--- config.mk ---
export PLATFORM = sky130hd
export DESIGN_NAME = sha256_stream_hasher_flat
export DESIGN_NICKNAME = d
export VERILOG_FILES = /design/src/hw/rtl/shash_pkg.sv /design/src/hw/rtl/shash_ifs.sv /design/src/hw/rtl/sha256_stream_hasher.sv /design/src/flat_wrapper.sv
export SDC_FILE = /design/constraint.sdc
export NUM_CORES = 2
export LEC_CHECK = 0
export ABC_CLOCK_PERIOD_IN_PS = 23600
export BUFFER_PORTS_ARGS = -buffer_cell sky130_fd_sc_hd__buf_2
export CORE_MARGIN = 4
export CORE_UTILIZATION = 64
export CTS_CLUSTER_DIAMETER = 30
export DETAILED_ROUTE_END_ITERATION = 6
export MAX_ROUTING_LAYER = met4
export PLACE_DENSITY = 0.85
export SLEW_MARGIN = 25
export SYNTH_ARGS = -nofsm -noshare
export SYNTH_HDL_FRONTEND = slang
export SYNTH_SLANG_ARGS = --single-unit
--- constraint.sdc ---
create_clock -name clk -period 23.6 [get_ports clk]
set_input_delay 3.54 -clock clk [delete_from_list [all_inputs] [get_ports clk]]
set_output_delay 3.54 -clock clk [all_outputs]
set_load 0.02 [all_outputs]
--- src/hw/rtl/shash_pkg.sv ---
// ----------------------------------------------------------------------------
// shash_pkg
// Types, constants and round functions of the SHA-256 stream hasher.
// ----------------------------------------------------------------------------
package shash_pkg;

  typedef logic [31:0] word_t;

  // Controller states
  typedef enum logic [2:0] {
    ST_IDLE,
    ST_PREP,
    ST_ROUND,
    ST_UPDATE,
    ST_OUT
  } state_t;

  // Kind of block fed to the compression
  //   BLK_FULL    : 64 message bytes from the buffer
  //   BLK_PAD     : pending bytes, pad mark, zero fill, no length (spill block)
  //   BLK_PAD_LEN : pending bytes, pad mark, zero fill, bit length
  //   BLK_LEN     : zero fill and bit length only
  typedef enum logic [1:0] {
    BLK_FULL,
    BLK_PAD,
    BLK_PAD_LEN,
    BLK_LEN
  } blk_kind_t;

  // Input commands
  localparam logic CMD_APPEND = 1'b0;
  localparam logic CMD_FINISH = 1'b1;

  localparam logic [7:0] PAD_MARK       = 8'h80;
  localparam logic [6:0] BLOCK_BYTES    = 7'd64;
  localparam logic [5:0] LEN_FIELD_BYTE = 6'd56;
  localparam logic [5:0] LAST_BYTE      = 6'd63;
  localparam logic [5:0] LAST_ROUND     = 6'd63;
  localparam logic [3:0] LEN_HI_WORD    = 4'd14;
  localparam logic [3:0] LEN_LO_WORD    = 4'd15;
  localparam logic [2:0] LAST_DIGEST    = 3'd7;

  localparam word_t INIT_HASH [8] = '{
    32'h6a09e667, 32'hbb67ae85, 32'h3c6ef372, 32'ha54ff53a,
    32'h510e527f, 32'h9b05688c, 32'h1f83d9ab, 32'h5be0cd19
  };

  localparam word_t ROUND_K [64] = '{
    32'h428a2f98, 32'h71374491, 32'hb5c0fbcf, 32'he9b5dba5,
    32'h3956c25b, 32'h59f111f1, 32'h923f82a4, 32'hab1c5ed5,
    32'hd807aa98, 32'h12835b01, 32'h243185be, 32'h550c7dc3,
    32'h72be5d74, 32'h80deb1fe, 32'h9bdc06a7, 32'hc19bf174,
    32'he49b69c1, 32'hefbe4786, 32'h0fc19dc6, 32'h240ca1cc,
    32'h2de92c6f, 32'h4a7484aa, 32'h5cb0a9dc, 32'h76f988da,
    32'h983e5152, 32'ha831c66d, 32'hb00327c8, 32'hbf597fc7,
    32'hc6e00bf3, 32'hd5a79147, 32'h06ca6351, 32'h14292967,
    32'h27b70a85, 32'h2e1b2138, 32'h4d2c6dfc, 32'h53380d13,
    32'h650a7354, 32'h766a0abb, 32'h81c2c92e, 32'h92722c85,
    32'ha2bfe8a1, 32'ha81a664b, 32'hc24b8b70, 32'hc76c51a3,
    32'hd192e819, 32'hd6990624, 32'hf40e3585, 32'h106aa070,
    32'h19a4c116, 32'h1e376c08, 32'h2748774c, 32'h34b0bcb5,
    32'h391c0cb3, 32'h4ed8aa4a, 32'h5b9cca4f, 32'h682e6ff3,
    32'h748f82ee, 32'h78a5636f, 32'h84c87814, 32'h8cc70208,
    32'h90befffa, 32'ha4506ceb, 32'hbef9a3f7, 32'hc67178f2
  };

  function automatic word_t big_sigma0(input word_t x);
    return {x[1:0], x[31:2]} ^ {x[12:0], x[31:13]} ^ {x[21:0], x[31:22]};
  endfunction

  function automatic word_t big_sigma1(input word_t x);
    return {x[5:0], x[31:6]} ^ {x[10:0], x[31:11]} ^ {x[24:0], x[31:25]};
  endfunction

  function automatic word_t small_sigma0(input word_t x);
    return {x[6:0], x[31:7]} ^ {x[17:0], x[31:18]} ^ {3'b000, x[31:3]};
  endfunction

  function automatic word_t small_sigma1(input word_t x);
    return {x[16:0], x[31:17]} ^ {x[18:0], x[31:19]} ^ {10'b0, x[31:10]};
  endfunction

  function automatic word_t choose(input word_t e, input word_t f, input word_t g);
    return (e & f) ^ (~e & g);
  endfunction

  function automatic word_t majority(input word_t a, input word_t b, input word_t c);
    return (a & b) ^ (a & c) ^ (b & c);
  endfunction

endpackage

--- src/hw/rtl/shash_ifs.sv ---
// ----------------------------------------------------------------------------
// shash_ifs
// Valid/ready channels of the SHA-256 stream hasher: command in, digest out.
// ----------------------------------------------------------------------------

// Command channel: one message byte or a finish request per item
interface shash_in_if;
  logic       valid;
  logic       ready;
  logic       command;
  logic [7:0] data_byte;

  modport source (output valid, output command, output data_byte, input ready);
  modport sink   (input valid, input command, input data_byte, output ready);
endinterface

// Digest channel: one 32-bit digest word per item
interface shash_out_if;
  logic        valid;
  logic        ready;
  logic [31:0] digest_word;
  logic [2:0]  word_index;
  logic        last_word;

  modport source (output valid, output digest_word, output word_index,
                  output last_word, input ready);
  modport sink   (input valid, input digest_word, input word_index,
                  input last_word, output ready);
endinterface

--- src/hw/rtl/sha256_stream_hasher.sv ---
// ----------------------------------------------------------------------------
// sha256_stream_hasher
// Streaming SHA-256: byte-wise message intake, block compression, digest out.
// ----------------------------------------------------------------------------
// An append item is stored in a 16 x 32-bit block buffer memory. The byte
// that completes a 64-byte block starts a compression: a prime step for the
// buffer read, 64 rounds on a single round unit at one round per cycle, and
// a fold of the result into the hash words, during which intake pauses. A
// finish item pads the message on the buffer's read path and compresses one
// block, or two when more than 55 bytes are pending, followed by the eight
// digest words, one per cycle while the sink is ready. After the last word
// the block is back in its initial state for the next message. No input is
// accepted during a compression or while digest words are pending.
// ----------------------------------------------------------------------------
module sha256_stream_hasher (
  input  logic               clk,
  input  logic               rst_n,
  shash_in_if.sink           in_ch,
  shash_out_if.source        out_ch
);

  shash_pkg::state_t    state_r, state_nxt;
  shash_pkg::blk_kind_t kind_r, kind_nxt;

  logic [5:0]             rnd_r;
  logic [2:0]             idx_r;
  logic [5:0]             fill_r;
  logic [60:0]            len_r;
  shash_pkg::word_t       h_r [8];
  shash_pkg::word_t       v_r [8];
  shash_pkg::word_t       w_r [16];

  // Block buffer memory, undefined until written
  shash_pkg::word_t       buf_mem [16];
  shash_pkg::word_t       rd_data_r;
  logic [3:0]             rd_addr;
  logic                   mem_we;

  logic                   in_acc;
  logic                   out_acc;

  logic [6:0]             cut;
  logic                   mark;
  logic                   len_sel;
  logic [63:0]            bit_len;
  shash_pkg::word_t       pad_word;
  shash_pkg::word_t       w_new;
  shash_pkg::word_t       t1;
  shash_pkg::word_t       t2;

  assign in_acc  = in_ch.valid && in_ch.ready;
  assign out_acc = out_ch.valid && out_ch.ready;
  assign mem_we  = in_acc && (in_ch.command == shash_pkg::CMD_APPEND);
  assign bit_len = {len_r, 3'b000};

  // Next state and handshake outputs
  always_comb begin
    state_nxt    = state_r;
    kind_nxt     = kind_r;
    in_ch.ready  = 1'b0;
    out_ch.valid = 1'b0;
    case (state_r)
      shash_pkg::ST_IDLE: begin
        in_ch.ready = 1'b1;
        if (in_ch.valid) begin
          if (in_ch.command == shash_pkg::CMD_FINISH) begin
            kind_nxt  = (fill_r >= shash_pkg::LEN_FIELD_BYTE) ? shash_pkg::BLK_PAD
                                                              : shash_pkg::BLK_PAD_LEN;
            state_nxt = shash_pkg::ST_PREP;
          end else if (fill_r == shash_pkg::LAST_BYTE) begin
            kind_nxt  = shash_pkg::BLK_FULL;
            state_nxt = shash_pkg::ST_PREP;
          end
        end
      end
      shash_pkg::ST_PREP: begin
        state_nxt = shash_pkg::ST_ROUND;
      end
      shash_pkg::ST_ROUND: begin
        if (rnd_r == shash_pkg::LAST_ROUND) begin
          state_nxt = shash_pkg::ST_UPDATE;
        end
      end
      shash_pkg::ST_UPDATE: begin
        case (kind_r)
          shash_pkg::BLK_FULL: state_nxt = shash_pkg::ST_IDLE;
          shash_pkg::BLK_PAD: begin
            kind_nxt  = shash_pkg::BLK_LEN;
            state_nxt = shash_pkg::ST_PREP;
          end
          default: state_nxt = shash_pkg::ST_OUT;
        endcase
      end
      shash_pkg::ST_OUT: begin
        out_ch.valid = 1'b1;
        if (out_ch.ready && (idx_r == shash_pkg::LAST_DIGEST)) begin
          state_nxt = shash_pkg::ST_IDLE;
        end
      end
      default: state_nxt = shash_pkg::ST_IDLE;
    endcase
  end

  // Drive the digest word from the hash registers
  assign out_ch.digest_word = h_r[idx_r];
  assign out_ch.word_index  = idx_r;
  assign out_ch.last_word   = (idx_r == shash_pkg::LAST_DIGEST);

  // Control state, counters and hash words
  always_ff @(posedge clk) begin
    if (!rst_n) begin
      state_r <= shash_pkg::ST_IDLE;
      kind_r  <= shash_pkg::BLK_FULL;
      rnd_r   <= '0;
      idx_r   <= '0;
      fill_r  <= '0;
      len_r   <= '0;
      h_r     <= shash_pkg::INIT_HASH;
    end else begin
      state_r <= state_nxt;
      kind_r  <= kind_nxt;
      case (state_r)
        shash_pkg::ST_IDLE: begin
          if (mem_we) begin
            fill_r <= fill_r + 6'd1;
            len_r  <= len_r + 61'd1;
          end
        end
        shash_pkg::ST_PREP: begin
          rnd_r <= '0;
        end
        shash_pkg::ST_ROUND: begin
          rnd_r <= rnd_r + 6'd1;
        end
        shash_pkg::ST_UPDATE: begin
          for (int i = 0; i < 8; i++) begin
            h_r[i] <= h_r[i] + v_r[i];
          end
        end
        shash_pkg::ST_OUT: begin
          if (out_ch.ready) begin
            idx_r <= idx_r + 3'd1;
            // Return to the initial state after the last word
            if (idx_r == shash_pkg::LAST_DIGEST) begin
              h_r    <= shash_pkg::INIT_HASH;
              fill_r <= '0;
              len_r  <= '0;
            end
          end
        end
        default: ;
      endcase
    end
  end

  // Buffer read address: word 0 while priming, then one ahead of the round
  assign rd_addr = (state_r == shash_pkg::ST_PREP) ? 4'd0 : (rnd_r[3:0] + 4'd1);

  // Block buffer: byte-lane write on append, registered word read
  always_ff @(posedge clk) begin
    if (mem_we) begin
      buf_mem[fill_r[5:2]][{~fill_r[1:0], 3'b000} +: 8] <= in_ch.data_byte;
    end
    rd_data_r <= buf_mem[rd_addr];
  end

  // Padding limits of the current block
  always_comb begin
    case (kind_r)
      shash_pkg::BLK_FULL: cut = shash_pkg::BLOCK_BYTES;
      shash_pkg::BLK_LEN:  cut = 7'd0;
      default:             cut = {1'b0, fill_r};
    endcase
    mark    = (kind_r == shash_pkg::BLK_PAD) || (kind_r == shash_pkg::BLK_PAD_LEN);
    len_sel = (kind_r == shash_pkg::BLK_PAD_LEN) || (kind_r == shash_pkg::BLK_LEN);
  end

  // Build the schedule word: buffer bytes, pad mark, zero fill, bit length
  always_comb begin
    logic [6:0] b;
    b = '0;
    for (int k = 0; k < 4; k++) begin
      b = {1'b0, rnd_r[3:0], 2'(k)};
      if (b < cut) begin
        pad_word[31 - 8*k -: 8] = rd_data_r[31 - 8*k -: 8];
      end else if ((b == cut) && mark) begin
        pad_word[31 - 8*k -: 8] = shash_pkg::PAD_MARK;
      end else begin
        pad_word[31 - 8*k -: 8] = 8'h00;
      end
    end
    if (len_sel && (rnd_r[3:0] == shash_pkg::LEN_HI_WORD)) begin
      pad_word = bit_len[63:32];
    end else if (len_sel && (rnd_r[3:0] == shash_pkg::LEN_LO_WORD)) begin
      pad_word = bit_len[31:0];
    end
  end

  // Message schedule and round function
  always_comb begin
    if (rnd_r < 6'd16) begin
      w_new = pad_word;
    end else begin
      w_new = shash_pkg::small_sigma1(w_r[14]) + w_r[9] +
              shash_pkg::small_sigma0(w_r[1]) + w_r[0];
    end
    t1 = v_r[7] + shash_pkg::big_sigma1(v_r[4]) +
         shash_pkg::choose(v_r[4], v_r[5], v_r[6]) + shash_pkg::ROUND_K[rnd_r] + w_new;
    t2 = shash_pkg::big_sigma0(v_r[0]) + shash_pkg::majority(v_r[0], v_r[1], v_r[2]);
  end

  // Working variables and schedule window
  always_ff @(posedge clk) begin
    if (state_r == shash_pkg::ST_PREP) begin
      v_r <= h_r;
    end else if (state_r == shash_pkg::ST_ROUND) begin
      v_r[7] <= v_r[6];
      v_r[6] <= v_r[5];
      v_r[5] <= v_r[4];
      v_r[4] <= v_r[3] + t1;
      v_r[3] <= v_r[2];
      v_r[2] <= v_r[1];
      v_r[1] <= v_r[0];
      v_r[0] <= t1 + t2;
      for (int i = 0; i < 15; i++) begin
        w_r[i] <= w_r[i + 1];
      end
      w_r[15] <= w_new;
    end
  end

  // Input and digest sides never open together
  assert property (@(posedge clk) disable iff (!rst_n)
    !(in_ch.ready && out_ch.valid))
    else $error("input taken while digest words pending");

  // Digest words follow one another in index order
  assert property (@(posedge clk) disable iff (!rst_n)
    (out_acc && !out_ch.last_word) |=>
      (out_ch.valid && (out_ch.word_index == $past(out_ch.word_index) + 3'd1)))
    else $error("digest word sequence broken");

  // After the last word the block is ready for a new message
  assert property (@(posedge clk) disable iff (!rst_n)
    (out_acc && out_ch.last_word) |=> (in_ch.ready && (fill_r == 6'd0)))
    else $error("block not back to initial state after digest");

endmodule

--- src/flat_wrapper.sv ---
// flat-port wrapper written by rule: the top's interface ports become plain ports
module sha256_stream_hasher_flat 
  (clk, rst_n, in_ch_valid, in_ch_command, in_ch_data_byte, in_ch_ready, out_ch_valid, out_ch_digest_word, out_ch_word_index, out_ch_last_word, out_ch_ready);
  shash_in_if in_ch_i ();
  shash_out_if out_ch_i ();
  input  logic clk;
  input  logic rst_n;
  input wire logic [$bits(in_ch_i.valid)-1:0] in_ch_valid;
  input wire logic [$bits(in_ch_i.command)-1:0] in_ch_command;
  input wire logic [$bits(in_ch_i.data_byte)-1:0] in_ch_data_byte;
  output wire logic [$bits(in_ch_i.ready)-1:0] in_ch_ready;
  output wire logic [$bits(out_ch_i.valid)-1:0] out_ch_valid;
  output wire logic [$bits(out_ch_i.digest_word)-1:0] out_ch_digest_word;
  output wire logic [$bits(out_ch_i.word_index)-1:0] out_ch_word_index;
  output wire logic [$bits(out_ch_i.last_word)-1:0] out_ch_last_word;
  input wire logic [$bits(out_ch_i.ready)-1:0] out_ch_ready;
  assign in_ch_i.valid = in_ch_valid;
  assign in_ch_i.command = in_ch_command;
  assign in_ch_i.data_byte = in_ch_data_byte;
  assign in_ch_ready = in_ch_i.ready;
  assign out_ch_valid = out_ch_i.valid;
  assign out_ch_digest_word = out_ch_i.digest_word;
  assign out_ch_word_index = out_ch_i.word_index;
  assign out_ch_last_word = out_ch_i.last_word;
  assign out_ch_i.ready = out_ch_ready;
  sha256_stream_hasher u_core (.clk(clk), .rst_n(rst_n), .in_ch(in_ch_i), .out_ch(out_ch_i));
endmodule
==> qor_table.md <==
| Metric | Value |
|---|---|
| Number of synthesized register bits | 1649 |
| Number of buffers inserted for hold repair after clock tree synthesis | 0 |
| Cell type of the slowest stage on the worst timing path | ha_4 |
| Vias | 70500 |
| Count of unique library cells instantiated by Yosys | 100 |
| Worst-path fanout max | 65 |
| Final hold violation count | 0 |
| Net Count, Synth | 8794 |
| Initial antenna violation count | 11 |
| Num CTS Buffers | 350 |
| Detailed-placement wirelength estimate | 190000 µm |
| Total Neg Setup Slack | 0 ns |
| Die Wd | 384 µm |
| Minimum clock period | 11.56 ns |
| Synth Area in Compound Gates | 13.4% |
| Portion of netlist area occupied by mux cells | 5.02% |
| Sum of routed wire length over all layers | 291000 µm |
| Final worst clock skew | 0.0866 ns |
| Setup crit end kind | flop |
| Most common cell after layout, fill and taps aside | edfxtp_1 |
| Final layout net count | 8872 |
| Number of synthesized flops with an enable pin | 1280 |
| Run status | completed |
| Worst Tran Pin Value | 1.15 ns |
| Fraction of final layout cells with drive strength greater than 1 | 11.7% |
| Routability congestion estimate from global placement | 1.06 |
| Global-route wire length before repair | 431000 µm |
| Number of maximum-capacitance constraint violations | 0 |
| Vias/cell | 6.78 |
| Simple-gate share of the synthesized area | 11.4% |
| Worst slack after detailed placement | 12.54 ns |
| Arithmetic-cell share of the synthesized area counting full adders, half adders and majority gates | 10.3% |
| Largest net degree at the start of global routing | 160 |
| Number of nets with antenna violations after routing | 0 |
| Syn avg cell area | 11.1 µm² |
| RSZ-0062 raised after global routing | no |
| Worst setup SP type | flop |
| Post_cts resized | 0 |
| Number of max-slew violations in the final report | 0 |
| Final Cycle Share | 49.0% |
| First-pass DRT Iterations | 6 |
| Clock root buffer master | clkbuf_16 |
| Synth Area in XOR/XNOR | 6.02% |
| Number of input and output port buffers inserted | 50 |
| Final number of setup-violating endpoints | 0 |
| Vias in the first global route | 68000 |
| Seq/Total Area, Yosys | 50.8% |
| Synthesized cell area | 0.0903 mm² |
| Hold WC Path Type | flop to flop |
| Clock tree from TritonCTS | yes |
| Number of primary I/O pins | 51 |
| Aggregate global routing overflow | 0 |
| Placeable core region | 0.140 mm² |
| Crit-path most repeated cell | fa_1 |
| Clock sink count | 1649 |
| H-tree depth | 5 |
| Number of warnings reported in the yosys synthesis log | 0 |
| Worst-case setup margin in the final layout | 12.04 ns |
| Global Route Usage Sum | 40.0% |
| Main flop type after synthesis | edfxtp_1 |
| Overall die area | 0.147 mm² |
| Floorplan row count | 137 |
| Worst endpoint required time | 24.20 ns |
| Crit path largest cell delay | 0.76 ns |
| Highest achievable clock rate | 0.0865 GHz |
| Vertical extent of the die | 384 µm |
| Initial core utilization | 64.5% |
| Worst setup path class | flop to flop |
| Main combinational cell family by area after synthesis | compound AO/OA/AOI/OAI gates |
| Worst slew margin relative to its limit | 23.1% |
| 1st-iter DRT viols | 10500 |
| Post-Synthesis Cells | 8168 |
| Worst-skew pair later-pin latency | 0.93 ns |
| Critical Path AT | 12.16 ns |
| Area growth from synthesis to layout | 15.0% |
| Setup bufs post-CTS | 0 |
| Clock Path Buffers | 4 |
| Reg clk slew, reported paths | 0.06 ns |
| Residual DRC | 0 |
| Routed WL per cell | 28.0 µm |
| Async set-reset flop share out of synthesis | 0% |
| Top library cells by usage in the layout, fill and taps aside | edfxtp_1 (1280), nand2_1 (1039), a21oi_1 (577), nor2_1 (459), o21ai_0 (429) |
| Fill count | 8885 |
## critical path, delay by kind of cell (launching register included)
family / cells / cell delay [ns]
fa+ha+maj: 8 / 3.51
compound gates: 14 / 2.56
simple gates: 7 / 2.22
buf+inv: 5 / 1.47
flops: 1 / 0.70
xor+xnor: 3 / 0.69
## state kept, by name, summed over array words and instances (netlist names)
signal                    flops
u_core.buf_mem              512
u_core.h_r                  256
u_core.w_r                  512
u_core.len_r                 61
u_core.kind_r                 2
u_core.rnd_r                  6
u_core.state_r                3
u_core.v_r                  256
u_core.rd_data_r             32
u_core.out_ch.word_index      3
u_core.fill_r                 6
## kinds of logic after synthesis
logic type,count (synthesis)
DFF,1649
AOI/OAI and AO/OA,1911
and+or+nand+nor,2284
buffers and inverters,730
muxes,342
adders and majority gates,631
xor gates and xnor gates,621
## path summary, 6_finish.rpt
| check | end | startpoint | cells after the start | slack [ns] |
|---|---|---|---|---|
| hold / removal | u_core.w_r[1][121]$_DFFE_PP_ | u_core.w_r[1][153]$_DFFE_PP_ | 0 | 0.39 |
| hold reg to reg | u_core.w_r[1][121]$_DFFE_PP_ | u_core.w_r[1][153]$_DFFE_PP_ | 0 | 0.39 |
| setup reg to reg | u_core.v_r[255]$_DFFE_PP_ | u_core.rnd_r[1]$_SDFFE_PN0P_ | 37 | 12.04 |
| setup / recovery | u_core.v_r[255]$_DFFE_PP_ | u_core.rnd_r[1]$_SDFFE_PN0P_ | 37 | 12.04 |
## through the flow
| step | area [µm²] | util, % | std cells | hold WS [ns] |
|---|---|---|---|---|
| 2_1_floorplan | 90300 | - | 8168 | 0.400 |
| 3_3_place_gp | 92100 | 65.9 | 9768 | 0.400 |
| 3_5_place_dp | 92100 | 65.9 | 9768 | 0.405 |
| 4_1_cts | 104000 | 74.2 | 10400 | 0.371 |
| 5_1_grt | 104000 | 74.3 | 10400 | 0.385 |
| 6_report | 104000 | 74.3 | 10400 | 0.390 |
## layer usage
layer	part of all wire, %	vias up	track usage (%)	wire length [µm]
li1	-	30000	-	-
met1	38	34000	54.1	111000
met2	43	5463	57.9	127000
met3	13	1051	10.5	39100
met4	4.9	0	16.2	14300
met5	0	-	-	0
## synthesized netlist by cell type, drive strengths merged, types with 76 or more instances
master,number,area [µm²]
ha,418,5230
fa,195,3900
a21o,193,1450
nand2,1046,3930
xnor2,386,3380
o21ai,437,2190
nor2b,88,551
edfxtp,1280,38400
nor3,112,571
dfxtp,369,7390
inv,315,1180
and3,76,475
nand3,179,906
clkbuf,352,1320
mux2i,105,1050
mux2,165,1860
nor2,464,1740
xor2,235,2060
a21oi,578,2900
and2,90,563
## cell type report
cell class	instances	area, µm²	share of cell area, %
clock inverters	206	2430	2.34
inverters	319	1210	1.17
well taps	1876	2350	2.26
diodes	13	32.5	0.0313
flip-flops and latches	1649	45800	44.1
repair buffers	137	982	0.946
multi-input cells	5789	41800	40.2
clock buffers	413	9220	8.88
Power is left out: the tool's default activity adds up to more than one toggle a clock period on the data nets, which glitch-free logic cannot reach.
